--- config.mk ---
export PLATFORM = sky130hd
export DESIGN_NAME = babc_merge
export DESIGN_NICKNAME = d
export VERILOG_FILES = /design/src/babc_pkg.sv /design/src/babc_merge.sv
export SDC_FILE = /design/constraint.sdc
export NUM_CORES = 1
export LEC_CHECK = 0
export BUFFER_PORTS_ARGS = -buffer_cell sky130_fd_sc_hd__buf_4
export CORE_ASPECT_RATIO = 2
export CORE_MARGIN = 5
export CORE_UTILIZATION = 35
export DETAILED_ROUTE_END_ITERATION = 12
export HOLD_SLACK_MARGIN = 0.02
export PLACE_DENSITY = 0.56
export SLEW_MARGIN = 20
export SYNTH_ARGS = -nofsm -noshare
export SYNTH_HDL_FRONTEND = slang
export SYNTH_SLANG_ARGS = --single-unit
--- constraint.sdc ---
create_clock -name clk_i -period 6.8 [get_ports clk_i]
set_clock_uncertainty 0.15 [all_clocks]
set_input_delay 1.7 -clock clk_i [delete_from_list [all_inputs] [get_ports clk_i]]
set_output_delay 1.7 -clock clk_i [all_outputs]
set_load 0.1 [all_outputs]
--- src/babc_pkg.sv ---
`timescale 1ns / 1ps
// ----------------------------------------------------------------------------
// babc_pkg
// Shared constants, codes and types of the bit-aligned block copy.
// ----------------------------------------------------------------------------
package babc_pkg;

  localparam int STORE_WORDS = 1024;
  localparam int WORD_BITS   = 64;
  localparam int OFF_W       = $clog2(WORD_BITS);
  localparam int IDX_W       = $clog2(STORE_WORDS);
  localparam int TOTAL_BITS  = STORE_WORDS * WORD_BITS;

  localparam int CMD_W       = 2;
  localparam int WINDEX_W    = 10;
  localparam int BIT_ADDR_W  = 16;
  localparam int COUNT_W     = 17;
  // wide enough for any end address of a copy
  localparam int BIT_W       = COUNT_W + 1;
  localparam int WIDX_W      = BIT_W - OFF_W;
  localparam int QW          = BIT_ADDR_W + 1 - OFF_W;
  localparam int SW          = WIDX_W + 2;

  typedef enum logic [CMD_W-1:0] {
    CMD_WRITE = 2'd0,
    CMD_READ  = 2'd1,
    CMD_COPY  = 2'd2,
    CMD_NONE  = 2'd3
  } cmd_e;

  typedef enum logic [2:0] {
    ST_IDLE,
    ST_READ,
    ST_PRIME,
    ST_RUN,
    ST_DRAIN
  } state_e;

  typedef struct packed {
    logic                 load;
    logic                 asc;
    logic [OFF_W-1:0]     shift;
    logic [WORD_BITS-1:0] mask;
  } merge_ctl_t;

endpackage

--- src/babc_merge.sv ---
`timescale 1ns / 1ps
// ----------------------------------------------------------------------------
// babc_merge
// Funnel shifter over a two-word source window and edge-mask merge.
// ----------------------------------------------------------------------------
module babc_merge
  import babc_pkg::*;
(
  input  logic                 clk_i,
  input  merge_ctl_t           ctl_i,
  input  logic [WORD_BITS-1:0] src_rdata_i,
  input  logic [WORD_BITS-1:0] dst_rdata_i,
  output logic [WORD_BITS-1:0] wdata_o
);

  logic [WORD_BITS-1:0]   prev_q;
  logic [2*WORD_BITS-1:0] window;
  logic [2*WORD_BITS-1:0] shifted;
  logic [WORD_BITS-1:0]   src_bits;

  // ascending walks fetch the upper word of the window, descending the lower
  always_comb begin
    if (ctl_i.asc) begin
      window = {src_rdata_i, prev_q};
    end else begin
      window = {prev_q, src_rdata_i};
    end
    shifted  = window >> ctl_i.shift;
    src_bits = shifted[WORD_BITS-1:0];
  end

  assign wdata_o = (dst_rdata_i & ~ctl_i.mask) | (src_bits & ctl_i.mask);

  always_ff @(posedge clk_i) begin
    if (ctl_i.load) begin
      prev_q <= src_rdata_i;
    end
  end

endmodule

### Word level (Yosys, flattened, before mapping)

Index checks and enable logic that the tools add are counted.

| operators by class | value |
|---|---|
| shifts and indexed selects | 1 |
| multiplexer cells | 1 |
| bitwise operators | 4 |

Operators by type and width:

| operator | number |
|---|---|
| bitwise AND 64 bit | 2 |
| two-way mux 128 bit | 1 |
| >> shifter 128 x 6 -> 64 bit | 1 |
| inverter 64 bit | 1 |
| OR 64 bit | 1 |

| storage, ports and cells | value |
|---|---|
| output and inout port bits | 64 |
| logic and storage cells | 7 |
| register bits after elaboration | 64 |

### Logic depth before layout (Yosys ltp)

Gate-level depths: netlist (run 1).

| logic depth | value |
|---|---|
| depth after elaboration | 4 |
| mapped depth | 11 |

### Worst setup path before layout (run 1)

No wires, ideal clock.

| timing path | value |
|---|---|
| path kind | input -> output |
| from | input ctl_i[65] in the netlist's numbering |
| to | output wdata_o[44] |
| path slack | -1.825 ns |
| stages on the path | 9 |
| path buffers | 5 |
| arrival | 6.775 ns |
| path through | buf_2 buf_2 inv_2 buf_2 buf_2 buf_4 nand2_1 a31o_2 o311ai_0 |

| between the ends | value |
|---|---|
| word-level cells in the longest chain between the ends | 3 |

RTL lines:

| what | RTL line | source |
|---|---|---|
| start: declaration | babc_merge.sv:10 | `input merge_ctl_t ctl_i,` |
| >> shifter 128 x 6 -> 64 bit | babc_merge.sv:28 | `shifted = window >> ctl_i.shift;` |
| bitwise AND 64 bit | babc_merge.sv:32 | `assign wdata_o = (dst_rdata_i & ~ctl_i.mask) \| (src_bits & ctl_i.mask);` |
| OR 64 bit | babc_merge.sv:32 |  |
| end: declaration | babc_merge.sv:13 | `output logic [WORD_BITS-1:0] wdata_o` |

Every way passes these cells.

### Worst setup path in the final report (run 1)

| timing path | value |
|---|---|
| from | input ctl_i[66] in the netlist's numbering |
| to | output wdata_o[20] |

The elaborated chain is that of the path after synthesis.

==> results of run 1 <==
## layer usage
| metal | global-route usage, % | vias up | routed length [um] |
|---|---|---|---|
| met5 | 0 | - | 0 |
| met3 | 3.68 | 266 | 4220 |
| met4 | 26.1 | 0 | 6960 |
| met1 | 33.4 | 6143 | 20500 |
| li1 | - | 5154 | - |
| met2 | 53.3 | 820 | 31700 |
## cells by family (layout without fill, tap and decap cells)
kind of cell,after synthesis,after routing
and+or+nand+nor,298,298
buffers and inverters,141,385
DFF,64,64
AOI/OAI and AO/OA,213,213
muxes,399,399
## Yosys cell counts, drive strengths merged (6+ instances only)
master	count
edfxtp	64
mux2i	123
buf	82
inv	24
nand3	30
o21a	6
nand2	157
nor2	59
mux4	233
o311ai	9
and2	16
a31oi	21
mux2	43
o211ai	16
nand2b	10
clkbuf	33
o221ai	12
a22oi	17
a21oi	26
o22ai	16
nor2b	10
nand4	12
o21ai	21
o2111ai	14
## where the power goes
group	total [W]	internal, W	switching (W)	leakage [nW]
Sequential	0.000517	0.000472	0.0000445	0.626
Clock	0.000442	0.000281	0.000161	0.140
Combinational	0.00191	0.000698	0.00122	5.30
## stage by stage
| stage | utilization [%] | std cells | hold slack, ns | area (sq um) | worst slack [ns] |
|---|---|---|---|---|---|
| 6_report | 43.6 | 1809 | 1.43 | 15600 | 0.164 |
| 5_1_grt | 43.6 | 1809 | 1.42 | 15600 | 0.0397 |
| 4_1_cts | 43.6 | 1809 | 1.40 | 15600 | 0.0498 |
| 3_5_place_dp | 42.8 | 1793 | 1.77 | 15300 | 0.0641 |
| 3_3_place_gp | 42.8 | 1793 | 1.76 | 15300 | 0.0871 |
| 2_1_floorplan | - | 1115 | 1.65 | 12700 | 0.0176 |
## worst max-delay path, stage by stage
cell and delay [ns]:
buf_6 0.29, buf_12 0.31, mux4_1 0.53, mux4_2 0.60, and2_1 0.21, o41ai_1 0.55, buf_4 0.21, a31oi_2 0.08
buf_4 0.24
## how the worst max path moves through the flow
stage / startpoint / to / depth (start not counted)
2_1_floorplan: ctl_i[70] / wdata_o[33] / 8
3_3_place_gp: ctl_i[66] / wdata_o[19] / 8
3_5_place_dp: ctl_i[66] / wdata_o[19] / 8
4_1_cts: ctl_i[66] / wdata_o[19] / 8
5_1_grt: ctl_i[66] / wdata_o[20] / 10
6_report: ctl_i[66] / wdata_o[20] / 9
## layout make-up
class                           instances  area, sq um
Fill cell                            3417        20100
Inverter                               26          108
Tap cell                              450          563
Sequential cell                        64         1920
Multi-Input combinational cell        910         9990
Clock buffer                           10          229
Clock inverter                          6         60.1
Timing Repair Buffer                  343         2680
==> impl_metrics.yaml, run 1 <==
run_status:
  outcome: "finished, final reports clean"
place:
  gp_congestion: 1.02
  io_buffers: 264
  dp_hpwl_mm: 52.3
cells_and_area:
  top_register: "prev_q"
  antennaDiodeCount: 0
  layout.nets: 1555
  largest_reg_flops: 64
  final_common_cell: "buf_4"
  area_delta_synth_final_pct: 23.7
  drive_gt1_share_pct: 47.1
  final_cell_mix: "333 x buf_4, 214 x mux4_2, 157 x nand2_1, 122 x mux2i_1, 64 x edfxtp_1"
  top_regs: "prev_q x64"
yosys:
  synth_edf_count: 64
  synth_seq_cells: 64
  syn-mean-instance-area_sq_um: 11.3
  ys.flop_type: "edfxtp_1"
  synth_area_leaders: "mux4_2 38%, edfxtp_1 15%, mux2i_1 9.8%"
  syn_nets: 1316
  synth_compound_area_share_pct: 12.4
  synth_mux_area_share_pct: 55.9
  synth_top_family_by_area: "multiplexers"
  seq_area_frac_synth_pct: 15.3
  synth.cell_area_sq_um: 12600
  yosysUniqueCellTypes: 66
  syn_inst: 1115
  yosys.area_share.xor_xnor_pct: 0
  synth_top_cell_area_share_pct: 38.3
  synth_simple_gate_area_share_pct: 10.2
  yosys_warnings: 0
  synthAdderAreaFrac_pct: 0
  synthArstFlopShare_pct: 0
  yosys.area.top_type: "mux4_2"
power_and_ir_drop:
  power_leakage_nw: 6.07
  total_power_w: 0.00287
  power.density_nw_per_um2: 185
  peakVddDrop_uv: 187
sta:
  finalHoldViolations: 0
  slew_viol_final: 0
  fmax_ghz: 0.151
  period_share_pct: 97.6
  final.setup.tns_ns: 0
  relSlewSlack_pct: 27.3
  min_period_ns: 6.64
  rsz0062_at_grt: "no"
  tightestPinTransition_ns: 1.09
  finalSetupViolCount: 0
clocking:
  cts_setup_buffers: 0
  cts.repair.resized: 0
  cts.clk_slew.worst_paths_ns: 0.05
  ctsHtreeMaxLevel: 3
  cts.path.max_buffers: 2
  hold_buffers: 0
  clock-sinks: 64
  tritoncts: "done"
  cts_buffers: 9
  clock-root-buffer: "clkbuf_16"
routing:
  ant_nets: 0
  routed_via_density: 6.85
  drc: 0
  route.vias.total: 12400
  drt_wl_total_mm: 63.4
  first_pass_iters: 5
  wl_per_cell_um: 35.1
  drtIter0Drc: 1243
grt:
  grt_start_max_net_pins: 65
  grt_pass1_vias: 12400
  grt-ovfl-total: 0
  grt_util_all_layers_pct: 31.1
  grt_first_pass_wirelength_mm: 89.7
  antenna_found_initial: 0
setup_path:
  cp_data_required_time_ns: 4.95
  path_max_fanout: 50
  crit_type: "input pin to primary output"
  critPathArrivalTime_ns: 4.79
  critPathLaunchType: "input pin"
  end_kind: "primary output"
die:
  start_util_pct: 35.3
  die_w_um: 144
  dieArea_sq_um: 40100
  io_pins: 265
  num_rows: 98
  die_h_um: 278
  coreArea_sq_um: 35700
worst_hold_path:
  timing.hold.worst_endpoint: "prev_q[45]$_DFFE_PP_"
  worstHoldPathType: "input pin to flop"
  hp-start: "src_rdata_i[45]"
  holdPathStages: 1
run:
  maxCapViolations: 0
Power figures use the tool's default switching activity.
==> inputs of run 2 (changes only) <==
--- a/config.mk
+++ b/config.mk
@@ -10,6 +10,7 @@
 export CORE_MARGIN = 5
 export CORE_UTILIZATION = 35
 export DETAILED_ROUTE_END_ITERATION = 12
+export GPL_TIMING_DRIVEN = 0
 export HOLD_SLACK_MARGIN = 0.02
 export PLACE_DENSITY = 0.56
 export SLEW_MARGIN = 20
==> run 2 against run 1 <==
  * The run now ends with setup timing left
  * Non-clock buffer count is 32 higher
  * Power is 4.5% higher
  * Critical path depth is 1 higher
  * Final area is 0.55% higher
  * Clock power is 3% higher
  * Maximum frequency is 3.4% lower
  * Hold slack worse by 0.0056 ns
  * Utilization is 0.24 points higher
  * Combinational power is 6% higher
  * Sequential power hardly changed
  * Via count is 9.3% higher
  * Die area stayed put
  * Highest routed layer unchanged
==> impl_metrics.yaml, run 2 (synthesis gave the netlist of run 1 again) <==
clocking:
  clock-root-buffer: "clkbuf_16"
  cts_buffers: 9
  ctsHtreeMaxLevel: 3
  clock-sinks: 64
  hold_buffers: 0
  cts.path.max_buffers: 2
  cts.clk_slew.worst_paths_ns: 0.06
  tritoncts: "done"
die:
  die_w_um: 144
  dieArea_sq_um: 40100
  io_pins: 265
  die_h_um: 278
  start_util_pct: 35.3
  coreArea_sq_um: 35700
  num_rows: 98
grt:
  grtUsageMet2_pct: 67.4
  top_usage_layer: "met2"
  grt_start_max_net_pins: 65
  grt-ovfl-total: 0
  gr-usage-met1_pct: 38.3
  grt_pass1_vias: 13700
  grt_util_all_layers_pct: 39.8
  grt_first_pass_wirelength_mm: 110
  gr-usage-met3_pct: 6.88
  antenna_found_initial: 1
sta:
  min_period_ns: 6.87
  tightestPinTransition_ns: 1.10
  relSlewSlack_pct: 26.4
  finalSetupViolCount: 2
  rsz0062_at_grt: "no"
  setup_ws_ns: -0.0716
  period_share_pct: 101
  final.setup.tns_ns: -0.0973
  finalHoldViolations: 0
  slew_viol_final: 0
  fmax_ghz: 0.146
run:
  maxCapViolations: 0
routing:
  drtIter0Drc: 1588
  wl_per_cell_um: 44.5
  route.vias.total: 13500
  drc: 0
  first_pass_iters: 6
  drt_wl_total_mm: 81.9
  routed_via_density: 7.35
  ant_nets: 0
place:
  io_buffers: 260
  dp_hpwl_mm: 67.9
  gp_congestion: 1.05
  preCtsSetupSlack_ns: -0.684
setup_path:
  critPathArrivalTime_ns: 5.02
  critPathLaunchType: "input pin"
  path_max_fanout: 10
  cp_data_required_time_ns: 4.95
  crit_type: "input pin to primary output"
  end_kind: "primary output"
cells_and_area:
  top_register: "prev_q"
  top_regs: "prev_q x64"
  antennaDiodeCount: 0
  final_common_cell: "buf_4"
  area_delta_synth_final_pct: 24.4
  layout.nets: 1587
  largest_reg_flops: 64
  drive_gt1_share_pct: 46.5
  final_cell_mix: "283 x buf_4, 214 x mux4_2, 157 x nand2_1, 118 x mux2i_1, 64 x edfxtp_1"
power_and_ir_drop:
  peakVddDrop_uv: 205
  power.density_nw_per_um2: 192
  combPwrFrac_pct: 67.6
  power_leakage_nw: 6.06
  seqPwrFrac_pct: 17.2
  power.clock.fraction_pct: 15.2
  p_int_w: 0.00144
  swShare_pct: 52.1
  switching_power_w: 0.00156
worst_hold_path:
  worstHoldPathType: "input pin to flop"
  holdPathStages: 1
run_status:
  violations: "setup timing"
  outcome: "finished with violations"
## run 2: cell types whose count changed in the layout (fill, tap and decap cells not counted), moves of 8 or more
cell | before | now
buf_1 | 0 | 9
buf_2 | 0 | 27
buf_4 | 333 | 283
buf_6 | 2 | 10
clkbuf_1 | 1 | 25
clkbuf_4 | 0 | 8
## run 2: final cells by class
class                      instances  area [sq um]
tap                              450           563
sequential                        64          1920
buffer                           115           749
clock inverter                     7          71.3
inverter                          26          97.6
clock buffer                       9           225
fill                            3393         20000
timing repair buffer             260          1950
multi-input combinational        910         10100
## run 2: critical path, cell delays in order
cell,delay (ns)
clkbuf_2,0.28
inv_2,0.24
buf_2,0.36
buf_2,0.43
mux4_2,0.42
mux2i_1,0.64
mux2_2,0.32
mux2i_1,0.08
mux2_2,0.29
buf_4,0.23
## run 2: metal layers
metal	vias to the layer above	routed length [um]
li1	5223	-
met1	6572	23400
met2	1273	40200
met3	463	6950
met4	0	11300
met5	-	0
## run 2: path summary, 6_finish.rpt
| path | startpoint | to | slack [ns] |
|---|---|---|---|
| max | ctl_i[64] | wdata_o[27] | -0.07 |
| min | src_rdata_i[14] | prev_q[14]$_DFFE_PP_ | 1.42 |
## run 2: power groups by stage
| stage | sequential [W] | clock (W) | combinational [W] |
|---|---|---|---|
| global placement | 0.000518 | 0 | 0.00194 |
| CTS | 0.000511 | 0.000471 | 0.00195 |
| detailed placement | 0.000519 | 0 | 0.00194 |
| global route | 0.000515 | 0.000484 | 0.00205 |
| finish | 0.000516 | 0.000457 | 0.00203 |
| floorplan | 0.000497 | 0 | 0.00123 |
## run 2: through the flow
step	total power (W)	area, sq um	std cells	hold slack [ns]	utilization (%)
2_1_floorplan	0.00173	12700	1115	1.65	-
3_3_place_gp	0.00246	15200	1825	1.77	42.6
3_5_place_dp	0.00245	15200	1825	1.77	42.6
4_1_cts	0.00293	15600	1841	1.41	43.6
5_1_grt	0.00304	15600	1841	1.41	43.8
6_report	0.00300	15600	1841	1.42	43.8
## run 2: what timing repair did
item | 4_1_cts | 5_1_grt
cloned | 0 | 0
resized for setup | 29 | 24
setup buffers | 0 | 0
endpoints found under the setup margin | 41 | 21
==> inputs of run 3 (changes only) <==
--- a/config.mk
+++ b/config.mk
@@ -12,7 +12,7 @@
 export DETAILED_ROUTE_END_ITERATION = 12
 export GPL_TIMING_DRIVEN = 0
 export HOLD_SLACK_MARGIN = 0.02
-export PLACE_DENSITY = 0.56
+export PLACE_DENSITY = 0.58
 export SLEW_MARGIN = 20
 export SYNTH_ARGS = -nofsm -noshare
 export SYNTH_HDL_FRONTEND = slang
==> constraint.sdc (replaced) <==
create_clock -name clk_i -period 5.76 [get_ports clk_i]
set_clock_uncertainty 0.15 [all_clocks]
set_input_delay 1.44 -clock clk_i [delete_from_list [all_inputs] [get_ports clk_i]]
set_output_delay 1.44 -clock clk_i [all_outputs]
set_load 0.1 [all_outputs]
==> run 3 against run 2 <==
  * The run still ends with setup timing left
  * Sequential power up 18%
  * Critical path depth is the same
  * Sequential cell count stayed put
  * Largest cell class unchanged
  * Largest power group unchanged
==> impl_metrics.yaml, run 3 (synthesis gave the netlist of run 1 again) <==
run_status:
  outcome: "finished with violations"
  violations: "setup timing"
cells_and_area:
  num-fill-cells: 3350
  layout.nets: 1620
  largest_reg_flops: 64
  top_register: "prev_q"
  multi_input_area_sq_um: 10600
  final_cell_mix: "296 x buf_4, 227 x mux4_2, 155 x nand2_1, 91 x mux2i_1, 64 x edfxtp_1"
  area_delta_synth_final_pct: 33.9
  drive_gt1_share_pct: 54.7
  final_cells: 1875
  fin_util_pct: 47.2
  top_regs: "prev_q x64"
  ff_latch_area_sq_um: 1920
  final_common_cell: "buf_4"
  finalInstanceArea_sq_um: 16800
power_and_ir_drop:
  power_leakage_nw: 6.41
  total_power_w: 0.00373
  peakVddDrop_uv: 244
  power.density_nw_per_um2: 222
routing:
  wl_per_cell_um: 44.8
  route.vias.total: 13800
  first_pass_iters: 6
  drtIter0Drc: 1787
  drt_wl_total_mm: 84.0
  drc: 0
  routed_via_density: 7.37
  ant_nets: 0
place:
  gp_congestion: 1.05
  preCtsSetupSlack_ns: -1.07
  dpl_cell_area_sq_um: 15400
  place_inst: 1825
  dp_hpwl_mm: 69.0
  io_buffers: 260
clocking:
  ctsHtreeMaxLevel: 3
  hold_buffers: 0
  cts_buffers: 9
  clock-sinks: 64
  clock-root-buffer: "clkbuf_16"
  tritoncts: "done"
  cts.clk_slew.worst_paths_ns: 0.06
  cts.path.max_buffers: 2
sta:
  setup_ws_ns: -0.0141
  rsz0062_at_grt: "yes"
  period_share_pct: 100
  fmax_ghz: 0.173
  finalSetupViolCount: 4
  slew_viol_final: 0
  min_period_ns: 5.77
  relSlewSlack_pct: 33.0
  finalHoldViolations: 0
  tightestPinTransition_ns: 1.00
die:
  num_rows: 98
  dieArea_sq_um: 40100
  die_h_um: 278
  die_w_um: 144
  io_pins: 265
  start_util_pct: 35.3
  coreArea_sq_um: 35700
setup_path:
  critPathLaunch: "ctl_i[65]"
  endpoint: "wdata_o[20]"
  max_stage_delay_ns: 0.44
  crit_type: "input pin to primary output"
  cp_data_required_time_ns: 4.17
  end_kind: "primary output"
  crit_chain: "buf_4, buf_6, buf_4, nor2_1, clkbuf_1, a22o_1, o21ai_2, nand3_2, a31oi_4, buf_6"
  path_max_fanout: 10
  slowest_stage: "o21ai_2"
  critPathArrivalTime_ns: 4.18
  critPathLaunchType: "input pin"
grt:
  grt_start_max_net_pins: 65
  antenna_found_initial: 3
  grt-ovfl-total: 0
  grt_pass1_vias: 14100
  grt_util_all_layers_pct: 41.0
  grt_first_pass_wirelength_mm: 113
run:
  maxCapViolations: 0
worst_hold_path:
  worstHoldPathType: "input pin to flop"
[run 3: changes by cell type in the layout (fill, tap and decap cells not counted), moves of 13 or more]
cell and delta:
buf_6 +28, mux2i_1 -27, buf_2 -17, mux2i_4 +15, buf_12 +13, buf_4 +13, mux4_1 -13, mux4_2 +13
[run 3: metrics by stage]
step	TNS [ns]	hold WS (ns)
final	-0.0395	1.16
after global routing	-0.0412	1.15
after CTS	-0.00913	1.14
after detailed placement	-34.77	1.51
after global placement	-37.20	1.51
after floorplan	-0.221	1.39
[run 3: final cells by class]
cell class,count,area share (%)
inverters,26,0.624
well taps,450,3.34
multi-input cells,910,63.1
diodes,1,0.0149
plain buffers,115,5.91
clock inverters,6,0.215
repair buffers,293,14.0
clock buffers,10,1.36
flip-flops and latches,64,11.4
[run 3: worst min path at each step]
stage / startpoint / endpoint / slack (ns) / cells past startpoint
final: src_rdata_i[39] / prev_q[39]$_DFFE_PP_ / 1.16 / 1
after detailed placement: src_rdata_i[39] / prev_q[39]$_DFFE_PP_ / 1.51 / 1
after floorplan: src_rdata_i[0] / prev_q[0]$_DFFE_PP_ / 1.39 / 0
after CTS: src_rdata_i[39] / prev_q[39]$_DFFE_PP_ / 1.14 / 1
after global placement: src_rdata_i[19] / prev_q[19]$_DFFE_PP_ / 1.51 / 1
after global routing: src_rdata_i[39] / prev_q[39]$_DFFE_PP_ / 1.15 / 1
[run 3: repair_timing]
action                                  CTS  global route
hold endpoints to repair                  0             0
resized for setup                       166            72
cloned                                    1             1
endpoints found under the setup margin   64            56
setup buffers                            26             5
pin swaps                                 5             8
[run 3: power by group]
| part | total, W | switching (W) | internal, W | leakage [nW] |
|---|---|---|---|---|
| registers | 0.000608 | 0.0000508 | 0.000558 | 0.626 |
| clock network | 0.000490 | 0.000202 | 0.000288 | 0.132 |
| logic | 0.00263 | 0.00168 | 0.000950 | 5.65 |
[run 3: layer usage]
layer	vias up	track usage [%]	wire length, um	share of wire, %
met5	-	0	31	0.037
met3	472	7.48	6710	8.0
met4	4	39.8	11200	13
met2	1274	70.5	41900	50
met1	6783	39.5	24200	29
li1	5291	-	-	-
[run 3: worst max-delay path: cells and delay by family]
family | cells | cell delay, ns
AOI/OAI and AO/OA | 3 | 1.00
buffers and inverters | 5 | 1.35
and+or+nand+nor | 2 | 0.38
