## config.mk

```make
export PLATFORM = sky130hd
export DESIGN_NAME = babc_ctrl_flat
export DESIGN_NICKNAME = d
export VERILOG_FILES = /design/src/babc_pkg.sv /design/src/babc_if.sv /design/src/babc_ctrl.sv /design/src/flat_wrapper.sv
export SDC_FILE = /design/constraint.sdc
export NUM_CORES = 1
export LEC_CHECK = 0
export ABC_AREA = 1
export BUFFER_PORTS_ARGS = -buffer_cell sky130_fd_sc_hd__buf_2
export CORE_AREA = 2 2 193 195
export CTS_BUF_LIST = sky130_fd_sc_hd__clkbuf_8
export DETAILED_ROUTE_END_ITERATION = 10
export DIE_AREA = 0 0 195 197
export GPL_ROUTABILITY_DRIVEN = 0
export PLACE_DENSITY_LB_ADDON = 0.3
export RECOVER_POWER = 100
export SKIP_LAST_GASP = 1
export SLEW_MARGIN = 0
export SYNTH_ARGS = -nofsm -noshare
export SYNTH_HDL_FRONTEND = slang
export SYNTH_SLANG_ARGS = --single-unit
export TNS_END_PERCENT = 20
```

## constraint.sdc

```tcl
create_clock -name clk_i -period 5 [get_ports clk_i]
set_input_delay 0.75 -clock clk_i [delete_from_list [all_inputs] [get_ports clk_i]]
set_output_delay 0.75 -clock clk_i [all_outputs]
set_load 0.01 [all_outputs]
```

## src/babc_pkg.sv

```systemverilog
`timescale 1ns / 1ps
// ----------------------------------------------------------------------------
// babc_pkg
// Shared constants, codes and types of the bit-aligned block copy.
// ----------------------------------------------------------------------------
package babc_pkg;

  localparam int STORE_WORDS = 1024;
  localparam int WORD_BITS   = 64;
  localparam int OFF_W       = $clog2(WORD_BITS);
  localparam int IDX_W       = $clog2(STORE_WORDS);
  localparam int TOTAL_BITS  = STORE_WORDS * WORD_BITS;

  localparam int CMD_W       = 2;
  localparam int WINDEX_W    = 10;
  localparam int BIT_ADDR_W  = 16;
  localparam int COUNT_W     = 17;
  // wide enough for any end address of a copy
  localparam int BIT_W       = COUNT_W + 1;
  localparam int WIDX_W      = BIT_W - OFF_W;
  localparam int QW          = BIT_ADDR_W + 1 - OFF_W;
  localparam int SW          = WIDX_W + 2;

  typedef enum logic [CMD_W-1:0] {
    CMD_WRITE = 2'd0,
    CMD_READ  = 2'd1,
    CMD_COPY  = 2'd2,
    CMD_NONE  = 2'd3
  } cmd_e;

  typedef enum logic [2:0] {
    ST_IDLE,
    ST_READ,
    ST_PRIME,
    ST_RUN,
    ST_DRAIN
  } state_e;

  typedef struct packed {
    logic                 load;
    logic                 asc;
    logic [OFF_W-1:0]     shift;
    logic [WORD_BITS-1:0] mask;
  } merge_ctl_t;

endpackage

```

## src/babc_if.sv

```systemverilog
`timescale 1ns / 1ps
// ----------------------------------------------------------------------------
// babc_if
// Request and response channels of the bit-aligned block copy.
// ----------------------------------------------------------------------------
interface babc_cmd_if
  import babc_pkg::*;
();
  logic                  valid;
  logic                  ready;
  logic [CMD_W-1:0]      command;
  logic [WINDEX_W-1:0]   word_index;
  logic [WORD_BITS-1:0]  write_data;
  logic [BIT_ADDR_W-1:0] dest_bit;
  logic [BIT_ADDR_W-1:0] source_bit;
  logic [COUNT_W-1:0]    bit_count;

  modport source (
    output valid, command, word_index, write_data, dest_bit, source_bit, bit_count,
    input  ready
  );
  modport sink (
    input  valid, command, word_index, write_data, dest_bit, source_bit, bit_count,
    output ready
  );
endinterface

interface babc_rsp_if
  import babc_pkg::*;
();
  logic                 valid;
  logic                 ready;
  logic [WORD_BITS-1:0] read_data;
  logic                 status;

  modport source (output valid, read_data, status, input ready);
  modport sink (input valid, read_data, status, output ready);
endinterface

```

## src/babc_ctrl.sv

```systemverilog
`timescale 1ns / 1ps
// ----------------------------------------------------------------------------
// babc_ctrl
// Request decode, copy sequencer, RAM addressing and response register.
// ----------------------------------------------------------------------------
module babc_ctrl
  import babc_pkg::*;
(
  input  logic                 clk_i,
  input  logic                 rst_ni,
  babc_cmd_if.sink             cmd_i,
  babc_rsp_if.source           rsp_o,
  output logic                 we_o,
  output logic [IDX_W-1:0]     waddr_o,
  output logic [WORD_BITS-1:0] wdata_o,
  output logic [IDX_W-1:0]     raddr0_o,
  output logic [IDX_W-1:0]     raddr1_o,
  input  logic [WORD_BITS-1:0] rdata1_i,
  input  logic [WORD_BITS-1:0] merge_wdata_i,
  output merge_ctl_t           merge_ctl_o
);

  state_e state_q, state_d;

  logic [WIDX_W-1:0]    w_q, w_d, w_last_q, w_last_d;
  logic [WIDX_W-1:0]    wd0_q, wd0_d, wd1_q, wd1_d;
  logic [OFF_W-1:0]     lo_q, lo_d, hi_q, hi_d, sh_q, sh_d;
  logic                 asc_q, asc_d;
  logic [IDX_W-1:0]     sa_q, sa_d;
  logic                 s1_load_q, s1_load_d, s1_wr_q, s1_wr_d;
  logic [WIDX_W-1:0]    s1_w_q, s1_w_d;
  logic [WORD_BITS-1:0] s1_mask_q, s1_mask_d;
  logic                 rd_ok_q, rd_ok_d;
  logic                 out_valid_q, out_valid_d;
  logic [WORD_BITS-1:0] out_data_q, out_data_d;
  logic                 out_status_q, out_status_d;

  cmd_e                    cmd;
  logic                    accept;
  logic                    idx_ok;
  logic [BIT_W-1:0]        dst_end, src_end, dst_last;
  logic                    range_err, zero_cnt;
  logic signed [BIT_ADDR_W:0] delta;
  logic signed [QW-1:0]    q;
  logic signed [SW-1:0]    q_ext, sa_sum;
  logic                    asc_new;
  logic [WIDX_W-1:0]       wd0_new, wd1_new;
  logic [OFF_W-1:0]        mask_lo, mask_hi;
  logic [WORD_BITS-1:0]    run_mask;
  logic [IDX_W-1:0]        sa_step;
  logic                    out_load;
  logic [WORD_BITS-1:0]    load_data;
  logic                    load_status;

  assign cmd          = cmd_e'(cmd_i.command);
  assign cmd_i.ready  = (state_q == ST_IDLE) && (!out_valid_q || rsp_o.ready);
  assign accept       = cmd_i.valid && cmd_i.ready;
  assign idx_ok       = 32'(cmd_i.word_index) < 32'(STORE_WORDS);

  // copy geometry, worked out on the accepting cycle
  always_comb begin
    dst_end   = BIT_W'(cmd_i.dest_bit) + BIT_W'(cmd_i.bit_count);
    src_end   = BIT_W'(cmd_i.source_bit) + BIT_W'(cmd_i.bit_count);
    dst_last  = dst_end - BIT_W'(1);
    range_err = (32'(dst_end) > 32'(TOTAL_BITS)) || (32'(src_end) > 32'(TOTAL_BITS));
    zero_cnt  = (cmd_i.bit_count == '0);
    delta     = $signed({1'b0, cmd_i.source_bit}) - $signed({1'b0, cmd_i.dest_bit});
    q         = QW'(delta >>> OFF_W);
    q_ext     = SW'(q);
    asc_new   = (cmd_i.source_bit >= cmd_i.dest_bit);
    wd0_new   = WIDX_W'(cmd_i.dest_bit[BIT_ADDR_W-1:OFF_W]);
    wd1_new   = dst_last[BIT_W-1:OFF_W];
    // first source word: lower edge when ascending, upper edge when descending
    if (asc_new) begin
      sa_sum = $signed(SW'(wd0_new)) + q_ext;
    end else begin
      sa_sum = $signed(SW'(wd1_new)) + q_ext + $signed(SW'(1));
    end
  end

  // edge masks keep destination bits outside the range
  always_comb begin
    mask_lo  = (w_q == wd0_q) ? lo_q : '0;
    mask_hi  = (w_q == wd1_q) ? hi_q : '1;
    run_mask = ({WORD_BITS{1'b1}} << mask_lo) & ({WORD_BITS{1'b1}} >> (~mask_hi));
    sa_step  = asc_q ? (sa_q + IDX_W'(1)) : (sa_q - IDX_W'(1));
  end

  // next state
  always_comb begin
    state_d = state_q;
    unique case (state_q)
      ST_IDLE: begin
        if (accept) begin
          if (cmd == CMD_READ) begin
            state_d = ST_READ;
          end else if ((cmd == CMD_COPY) && !zero_cnt && !range_err) begin
            state_d = ST_PRIME;
          end
        end
      end
      ST_READ:  state_d = ST_IDLE;
      ST_PRIME: state_d = ST_RUN;
      ST_RUN: begin
        if (w_q == w_last_q) begin
          state_d = ST_DRAIN;
        end
      end
      ST_DRAIN: state_d = ST_IDLE;
      default:  state_d = ST_IDLE;
    endcase
  end

  // outputs and datapath
  always_comb begin
    w_d         = w_q;
    w_last_d    = w_last_q;
    wd0_d       = wd0_q;
    wd1_d       = wd1_q;
    lo_d        = lo_q;
    hi_d        = hi_q;
    sh_d        = sh_q;
    asc_d       = asc_q;
    sa_d        = sa_q;
    rd_ok_d     = rd_ok_q;
    s1_load_d   = 1'b0;
    s1_wr_d     = 1'b0;
    s1_w_d      = w_q;
    s1_mask_d   = run_mask;
    we_o        = 1'b0;
    waddr_o     = IDX_W'(s1_w_q);
    wdata_o     = merge_wdata_i;
    raddr1_o    = IDX_W'(w_q);
    out_load    = 1'b0;
    load_data   = '0;
    load_status = 1'b0;

    unique case (state_q)
      ST_IDLE: begin
        raddr1_o = IDX_W'(cmd_i.word_index);
        if (accept) begin
          unique case (cmd)
            CMD_WRITE: begin
              we_o     = idx_ok;
              waddr_o  = IDX_W'(cmd_i.word_index);
              wdata_o  = cmd_i.write_data;
              out_load = 1'b1;
            end
            CMD_READ: begin
              rd_ok_d = idx_ok;
            end
            CMD_COPY: begin
              if (zero_cnt) begin
                out_load = 1'b1;
              end else if (range_err) begin
                out_load    = 1'b1;
                load_status = 1'b1;
              end else begin
                asc_d    = asc_new;
                wd0_d    = wd0_new;
                wd1_d    = wd1_new;
                lo_d     = cmd_i.dest_bit[OFF_W-1:0];
                hi_d     = dst_last[OFF_W-1:0];
                sh_d     = delta[OFF_W-1:0];
                sa_d     = IDX_W'(sa_sum);
                w_d      = asc_new ? wd0_new : wd1_new;
                w_last_d = asc_new ? wd1_new : wd0_new;
              end
            end
            CMD_NONE: begin
              out_load = 1'b1;
            end
            default: begin
              out_load = 1'b1;
            end
          endcase
        end
      end
      ST_READ: begin
        out_load  = 1'b1;
        load_data = rd_ok_q ? rdata1_i : '0;
      end
      ST_PRIME: begin
        s1_load_d = 1'b1;
        sa_d      = sa_step;
      end
      ST_RUN: begin
        // one destination word issued per cycle, written back in the next cycle
        s1_load_d = 1'b1;
        s1_wr_d   = 1'b1;
        sa_d      = sa_step;
        w_d       = asc_q ? (w_q + WIDX_W'(1)) : (w_q - WIDX_W'(1));
        we_o      = s1_wr_q;
      end
      ST_DRAIN: begin
        we_o     = s1_wr_q;
        out_load = 1'b1;
      end
      default: begin
        we_o = 1'b0;
      end
    endcase
  end

  always_comb begin
    out_valid_d  = out_load || (out_valid_q && !rsp_o.ready);
    out_data_d   = out_load ? load_data : out_data_q;
    out_status_d = out_load ? load_status : out_status_q;
  end

  assign raddr0_o          = sa_q;
  assign merge_ctl_o.load  = s1_load_q;
  assign merge_ctl_o.asc   = asc_q;
  assign merge_ctl_o.shift = sh_q;
  assign merge_ctl_o.mask  = s1_mask_q;

  assign rsp_o.valid     = out_valid_q;
  assign rsp_o.read_data = out_data_q;
  assign rsp_o.status    = out_status_q;

  always_ff @(posedge clk_i or negedge rst_ni) begin
    if (!rst_ni) begin
      state_q     <= ST_IDLE;
      s1_load_q   <= 1'b0;
      s1_wr_q     <= 1'b0;
      out_valid_q <= 1'b0;
    end else begin
      state_q     <= state_d;
      s1_load_q   <= s1_load_d;
      s1_wr_q     <= s1_wr_d;
      out_valid_q <= out_valid_d;
    end
  end

  always_ff @(posedge clk_i) begin
    w_q          <= w_d;
    w_last_q     <= w_last_d;
    wd0_q        <= wd0_d;
    wd1_q        <= wd1_d;
    lo_q         <= lo_d;
    hi_q         <= hi_d;
    sh_q         <= sh_d;
    asc_q        <= asc_d;
    sa_q         <= sa_d;
    rd_ok_q      <= rd_ok_d;
    s1_w_q       <= s1_w_d;
    s1_mask_q    <= s1_mask_d;
    out_data_q   <= out_data_d;
    out_status_q <= out_status_d;
  end

endmodule

```

## src/flat_wrapper.sv

```systemverilog
// flat-port wrapper written by rule: the top's interface ports become plain ports
module babc_ctrl_flat import babc_pkg::*;
  (clk_i, rst_ni, we_o, waddr_o, wdata_o, raddr0_o, raddr1_o, rdata1_i, merge_wdata_i, merge_ctl_o, cmd_i_valid, cmd_i_command, cmd_i_word_index, cmd_i_write_data, cmd_i_dest_bit, cmd_i_source_bit, cmd_i_bit_count, cmd_i_ready, rsp_o_valid, rsp_o_read_data, rsp_o_status, rsp_o_ready);
  babc_cmd_if cmd_i_i ();
  babc_rsp_if rsp_o_i ();
  input  logic clk_i;
  input  logic rst_ni;
  output logic we_o;
  output logic [IDX_W-1:0] waddr_o;
  output logic [WORD_BITS-1:0] wdata_o;
  output logic [IDX_W-1:0] raddr0_o;
  output logic [IDX_W-1:0] raddr1_o;
  input  logic [WORD_BITS-1:0] rdata1_i;
  input  logic [WORD_BITS-1:0] merge_wdata_i;
  output merge_ctl_t merge_ctl_o;
  input wire logic [$bits(cmd_i_i.valid)-1:0] cmd_i_valid;
  input wire logic [$bits(cmd_i_i.command)-1:0] cmd_i_command;
  input wire logic [$bits(cmd_i_i.word_index)-1:0] cmd_i_word_index;
  input wire logic [$bits(cmd_i_i.write_data)-1:0] cmd_i_write_data;
  input wire logic [$bits(cmd_i_i.dest_bit)-1:0] cmd_i_dest_bit;
  input wire logic [$bits(cmd_i_i.source_bit)-1:0] cmd_i_source_bit;
  input wire logic [$bits(cmd_i_i.bit_count)-1:0] cmd_i_bit_count;
  output wire logic [$bits(cmd_i_i.ready)-1:0] cmd_i_ready;
  output wire logic [$bits(rsp_o_i.valid)-1:0] rsp_o_valid;
  output wire logic [$bits(rsp_o_i.read_data)-1:0] rsp_o_read_data;
  output wire logic [$bits(rsp_o_i.status)-1:0] rsp_o_status;
  input wire logic [$bits(rsp_o_i.ready)-1:0] rsp_o_ready;
  assign cmd_i_i.valid = cmd_i_valid;
  assign cmd_i_i.command = cmd_i_command;
  assign cmd_i_i.word_index = cmd_i_word_index;
  assign cmd_i_i.write_data = cmd_i_write_data;
  assign cmd_i_i.dest_bit = cmd_i_dest_bit;
  assign cmd_i_i.source_bit = cmd_i_source_bit;
  assign cmd_i_i.bit_count = cmd_i_bit_count;
  assign cmd_i_ready = cmd_i_i.ready;
  assign rsp_o_valid = rsp_o_i.valid;
  assign rsp_o_read_data = rsp_o_i.read_data;
  assign rsp_o_status = rsp_o_i.status;
  assign rsp_o_i.ready = rsp_o_ready;
  babc_ctrl u_core (.clk_i(clk_i), .rst_ni(rst_ni), .cmd_i(cmd_i_i), .rsp_o(rsp_o_i), .we_o(we_o), .waddr_o(waddr_o), .wdata_o(wdata_o), .raddr0_o(raddr0_o), .raddr1_o(raddr1_o), .rdata1_i(rdata1_i), .merge_wdata_i(merge_wdata_i), .merge_ctl_o(merge_ctl_o));
endmodule
```

* After elaboration in Yosys (flattened, before gate mapping)
Index checks and enable logic that the tools add are counted.
** Word-level totals
- Word-level logic and storage cells :: 122
- Register bits :: 220
- Bits of input ports :: 257
- Output and inout bits :: 234
** Operators by class
- Shifts and indexed selects :: 2
- Reductions and logical operators :: 26
- $lt $le $gt $ge :: 3
- Bitwise logic cells :: 7
- Multiplexer cells :: 39
- Add/sub/neg operators :: 11
- Equality and inequality tests :: 16
** Operators with widths (count)
- 64-bit 2-to-1 mux :: 3
- 10-bit 2-to-1 mux :: 11
- 12-bit 2-to-1 mux :: 6
- 64-bit AND :: 1
- 64-bit by 6-bit << shifter with 64-bit output, first input constant :: 1
- 64-bit by 6-bit right shift with 64-bit output, first input constant :: 1
- 16-bit by 17-bit adder with 18-bit output :: 2
- 18-bit by 17-bit > comparator with 1-bit output, second input constant :: 2
- 12-bit equality test :: 2
- 12-bit one-hot mux with 2 select lines :: 1
- 10-bit adder :: 2
- 10-bit one-hot mux with 2 select lines :: 1
- 18-bit by 1-bit subtractor with 18-bit output, second input constant :: 1
- 17-bit logical NOT :: 1
- 16-bit >= comparator :: 1
- 16-bit subtractor :: 1
- 5-bit AND reduction :: 3
- 12-bit by 1-bit adder with 12-bit output, second input constant :: 1
- 12-bit by 10-bit equality test with 1-bit output :: 1
- 3-bit 2-to-1 mux :: 4
- 6-bit 2-to-1 mux :: 2
- 12-bit by 1-bit subtractor with 12-bit output, second input constant :: 1
- 10-bit by 1-bit adder with 10-bit output, second input constant :: 1
- 10-bit by 2-bit adder with 10-bit output, second input constant :: 1
- 23 further kinds :: 53

* Longest topological paths before layout
- Depth in word-level cells :: 10
- Depth in mapped cells :: 29
- Gate-level depth less buffers :: 29

* Worst setup path after synthesis
No wires, ideal clock.
- Path kind :: in2reg
- Start point :: input cmd_i_bit_count[0]
- End point :: register u_core.w_q[0], in the netlist u_core.s1_w_d[0] (enable)
- Setup time :: 0.385 ns
- Path slack :: -1.078 ns
- Path buffers :: 0
- Arrival time :: 5.693 ns
- Required time :: 4.615 ns
- Cell stages on the path :: 19
- Cells stage by stage :: ha_1 inv_1 fa_1 inv_1 nand3_1 nand2_2 nand3_1 nand3_1 nand2_1 nand2_1 nand2_1 nand2_1 a21oi_1 xor2_1 nand2_1 nand4_1 nor2_1 nor2_1 a21oi_1
** On the way
- Cells in the longest elaborated chain, start to end :: 5
- Elaborated cells between the ends (all ways) :: 9
- Classes of those cells :: add/sub (2); order compare (2); eq/ne (2); reduce/logical (3)
** Ends and longest elaborated chain
- start: declaration :: RTL line flat_wrapper.sv:22 : input wire logic [$bits(cmd_i_i.bit_count)-1:0] cmd_i_bit_count;
- 16-bit by 17-bit adder with 18-bit output, on equally long branches :: RTL line babc_ctrl.sv:62, babc_ctrl.sv:63
- 18-bit by 17-bit > comparator with 1-bit output :: RTL line babc_ctrl.sv:65 : range_err = (32'(dst_end) > 32'(TOTAL_BITS)) || (32'(src_end) > 32'(TOTAL_BITS));
- 1-bit logical OR :: RTL line babc_ctrl.sv:65
- 2-bit != test (no line)
- 5-bit AND reduction (no line) (*)
- end signal: assignment :: RTL line babc_ctrl.sv:236 : w_q <= w_d;
- end: declaration :: RTL line babc_ctrl.sv:25 : logic [WIDX_W-1:0] w_q, w_d, w_last_q, w_last_d;
Mark *: on every way between the ends. The rest lies on a longest branch, timed or not.
A chain may end at the register's enable or synchronous reset.

* Worst setup path in the final report
- Start point :: input cmd_i_bit_count[0]
- End point :: register u_core.sa_q[8], in the netlist u_core.raddr0_o[8], data pin
** On the way
- Cells in the longest elaborated chain, start to end :: 10
** Ends and longest elaborated chain
- 16-bit by 17-bit adder with 18-bit output :: RTL line babc_ctrl.sv:62 : dst_end = BIT_W'(cmd_i.dest_bit) + BIT_W'(cmd_i.bit_count);
- 18-bit by 1-bit subtractor with 18-bit output :: RTL line babc_ctrl.sv:64 : dst_last = dst_end - BIT_W'(1);
- named net u_core.dst_last[7] :: RTL line babc_ctrl.sv:41 : logic [BIT_W-1:0] dst_end, src_end, dst_last;
- 10-bit adder :: RTL line babc_ctrl.sv:77 : sa_sum = $signed(SW'(wd1_new)) + q_ext + $signed(SW'(1));
- 10-bit by 2-bit adder with 10-bit output :: RTL line babc_ctrl.sv:77
- 10-bit 2-to-1 mux :: RTL line babc_ctrl.sv:74 : if (asc_new) begin
- 10-bit 2-to-1 mux :: RTL line babc_ctrl.sv:155 : end else if (range_err) begin
- 10-bit 2-to-1 mux :: RTL line babc_ctrl.sv:153 : if (zero_cnt) begin
- 10-bit 2-to-1 mux :: RTL line babc_ctrl.sv:142 : unique case (cmd)
- 10-bit 2-to-1 mux :: RTL line babc_ctrl.sv:141 : if (accept) begin
- 10-bit one-hot mux with 2 select lines :: RTL line babc_ctrl.sv:138 : unique case (state_q)
- named net u_core.sa_d[8] :: RTL line babc_ctrl.sv:29 : logic [IDX_W-1:0] sa_q, sa_d;
- end signal: assignment :: RTL line babc_ctrl.sv:244 : sa_q <= sa_d;
- end: declaration :: RTL line babc_ctrl.sv:29
The timed path passes the listed nets, and every way through them passes these cells. The select of a mux whose other input is x is not followed.

==> impl_metrics.env <==
export IMPL_p_switching_mw=2.741
export IMPL_max_vdd_ir_drop_v=0.0002379
export IMPL_finalHoldViolCount=0
export IMPL_die_w_um=195
export IMPL_cts_max_level=2
export IMPL_vias=14030
export IMPL_placed_area_um2=17310
export IMPL_tightest_slew_ns=2.772
export IMPL_tritoncts="yes"
export IMPL_p_sw_share_pct=39.30
export IMPL_syn_area_um2=14300
export IMPL_grt_total_usage_pct=26.17
export IMPL_nNetsFinal=2593
export IMPL_post_cts_repair_setup_buffers=0
export IMPL_seq_power_share_pct=38.1
export IMPL_fin_skew_ns=0.02862
export IMPL_syn_avg_cell_area_um2=8.247
export IMPL_hpwlAfterDp_um=43540
export IMPL_critical_path_max_stage_delay_ns=0.40
export IMPL_final_cell_count_no_fill=2739
export IMPL_dp_cells=2671
export IMPL_maxSlewViolCount=110
export IMPL_yosysWarningCount=0
export IMPL_worstSetupStartpointType="primary input"
export IMPL_drive_above_1_share_pct=17.84
export IMPL_power_total_mw=6.974
export IMPL_p_leak_nw=8.408
export IMPL_critPathMostFrequentCell="nand2_1"
export IMPL_antenna_found_initial=5
export IMPL_multiInputGateArea_um2=7204
export IMPL_maxCapViolations=2
export IMPL_cts_buffers_inserted=37
export IMPL_grt_max_degree=72
export IMPL_fill_cells=3714
export IMPL_holdBufCountCts=0
export IMPL_max_freq_mhz=226.8
export IMPL_design_area_um2=17690
export IMPL_period_share_pct=88.19
export IMPL_area_sequential_um2=5836
export IMPL_clock_latency_ns=0.53
export IMPL_r2r_cells=10
export IMPL_slew_headroom_pct=-84.77
export IMPL_ys_types=58
export IMPL_initial_core_util_pct=39.44
export IMPL_clock_sinks=220
export IMPL_grt_pass1_wl_um=76400
export IMPL_crit_type="primary input to register"
export IMPL_final_min_clock_period_ns=4.410
export IMPL_hp_class="primary input to asynchronous set/reset pin"
export IMPL_syn_inst=1734
export IMPL_core_um2=36260
export IMPL_intPower_mw=4.233
export IMPL_end_kind="register"
export IMPL_critPathSlowestCell="fa_1"
export IMPL_power_per_cell_area_nw_per_um2=394.3
export IMPL_power_frac_comb_pct=37.6
export IMPL_wire_per_inst_um=19.32
export IMPL_cp_required_ns=5.26
export IMPL_synthesis_nets=2085
export IMPL_die_height_um=197
export IMPL_path_clk_slew_ns=0.07
export IMPL_synth_seq_area_share_pct=40.81
export IMPL_synth_edf_count=140
export IMPL_synthArstFlopShare_pct=2.727
export IMPL_violations="capacitance limit, slew limit"
export IMPL_rsz0062_at_grt="false"
export IMPL_ys_flop_type="edfxtp_1"
export IMPL_final_util_pct=48.78
export IMPL_ios=491
export IMPL_num_rows=70
export IMPL_arrival_ns=4.67
export IMPL_dieArea_um2=38420
export IMPL_setup_violations=0
export IMPL_drt_iter0_drc=1003
export IMPL_cts_resized=0
export IMPL_grt_pass1_vias=13330
export IMPL_vias_per_cell=5.123
export IMPL_power_frac_clock_pct=24.3
export IMPL_area_delta_synth_final_pct=23.69
export IMPL_layout_setup_ws_ns=0.5903
export IMPL_cts_root_buf="clkbuf_8"
export IMPL_status="finished with violations"
export IMPL_clock_path_buffers=3
export IMPL_setup_tns_ns=0
export IMPL_drc=0
export IMPL_drt_total_wl_um=52920
export IMPL_worst_hold_slack_ns=0.1036
export IMPL_place_ws_ns=0.3138
export IMPL_yosys_register_bits=220
export IMPL_portBuffers=490
export IMPL_drtPass1Iterations=8
export IMPL_ant_nets=0
export IMPL_grt_ovfl_total=0
export IMPL_crit_fanout=5
==> synth_stat cells (all sizes together), types with 5 or more instances <==
cell type	instances	share of area [%]
nand2	341	9.4
inv	278	7.3
nor2	209	6.1
edfxtp	140	29
a21oi	104	3.7
o21ai	91	3.3
ha	87	7.6
nand3	78	3.0
dfxtp	74	10
mux2	64	5.0
xor2	50	3.1
xnor2	34	2.1
nand4	25	1.1
clkbuf	21	0.69
nor3	21	0.73
a211oi	15	0.82
buf	13	0.55
nor4	9	0.39
o211ai	8	0.42
fa	7	0.98
nand3b	7	0.37
and2	6	0.26
dfrtp	6	1.0
a221oi	5	0.31
o21bai	5	0.26
or2	5	0.22
==> logic make-up after synthesis <==
group / synth area share [%]
buffers and inverters: 8.592
adder cells (fa/ha/maj): 8.592
multiplexers: 5.040
AND/OR/NAND/NOR: 21.64
XOR/XNOR: 5.145
flip-flops: 40.81
AO/OA/AOI/OAI: 10.18
==> final timing paths <==
path,from,to,slack [ns]
setup / recovery,cmd_i_bit_count[0],u_core.raddr0_o[8]$_DFFE_PP_,0.59
hold / removal,rst_ni,u_core.state_q[2]$_DFFE_PN0P_,0.10
setup reg to reg,u_core.s1_w_d[8]$_DFFE_PP_,u_core.s1_mask_q[62]$_DFF_P_,1.03
hold reg to reg,u_core.rsp_o.valid$_DFF_PN0_,u_core.rsp_o.valid$_DFF_PN0_,0.53
max in group asynchronous,rst_ni,u_core.rsp_o.valid$_DFF_PN0_,4.63
min in group clk_i,cmd_i_dest_bit[0],u_core.lo_q[0]$_DFFE_PP_,0.49
==> critical path: cells and delay by family <==
family,cells,cell delay [ns]
xor gates and xnor gates,1,0.38
adders and majority gates,3,1.05
buffers and inverters,4,0.48
and+or+nand+nor,19,2.02
==> power by group through the flow <==
stage	registers (mW)	logic [mW]	clock network, mW
final	2.66	2.62	1.69
after global routing	2.68	2.91	1.82
after CTS	2.66	2.72	1.74
after detailed placement	2.69	2.71	0
after global placement	2.68	2.66	0
after floorplan	2.68	1.62	0
==> registers in the layout, summed over array words and instances, names as in the netlist, 10 cells and up <==
register,flops
u_core.s1_mask_q,64
u_core.rsp_o.read_data,64
u_core.raddr0_o,10
u_core.w_last_q,12
u_core.wd1_q,12
u_core.s1_w_d,12
u_core.s1_w_q,10
u_core.wd0_q,10
==> placed cells by master, fill, tap and decap left out, types with 5 or more instances in the layout <==
master	n
buf_2	261
mux2_2	43
nand3b_1	7
nand4_1	25
dfrtp_1	6
nor3_1	21
nor2_1	198
xnor2_1	34
nand2_1	326
dfxtp_1	74
a21oi_1	103
edfxtp_1	140
xor2_1	50
nand3_1	73
o21ai_0	88
ha_1	87
a221oi_1	5
o211ai_1	8
clkbuf_1	240
nand2_2	13
o21bai_1	5
inv_2	8
fa_1	7
nor2_2	6
a211oi_1	15
nor4_1	9
clkinv_1	5
clkinv_2	5
mux2_1	21
inv_1	281
clkbuf_8	39
==> layout make-up <==
| type | count | area share, % |
|---|---|---|
| tap | 468 | 3.311 |
| timing repair buffer | 503 | 12.62 |
| antenna | 1 | 0.01415 |
| clock buffer | 39 | 3.035 |
| sequential | 220 | 32.99 |
| inverter | 280 | 5.942 |
| clock inverter | 28 | 1.351 |
| multi-input combinational | 1200 | 40.73 |
==> routing by layer <==
metal	GRT usage, %	wire length (µm)
met1	33.93	22150
met2	40.36	23070
met3	9.343	5926
met4	8.595	1587
met5	2.937	181
(Power assumes the default switching activity.)
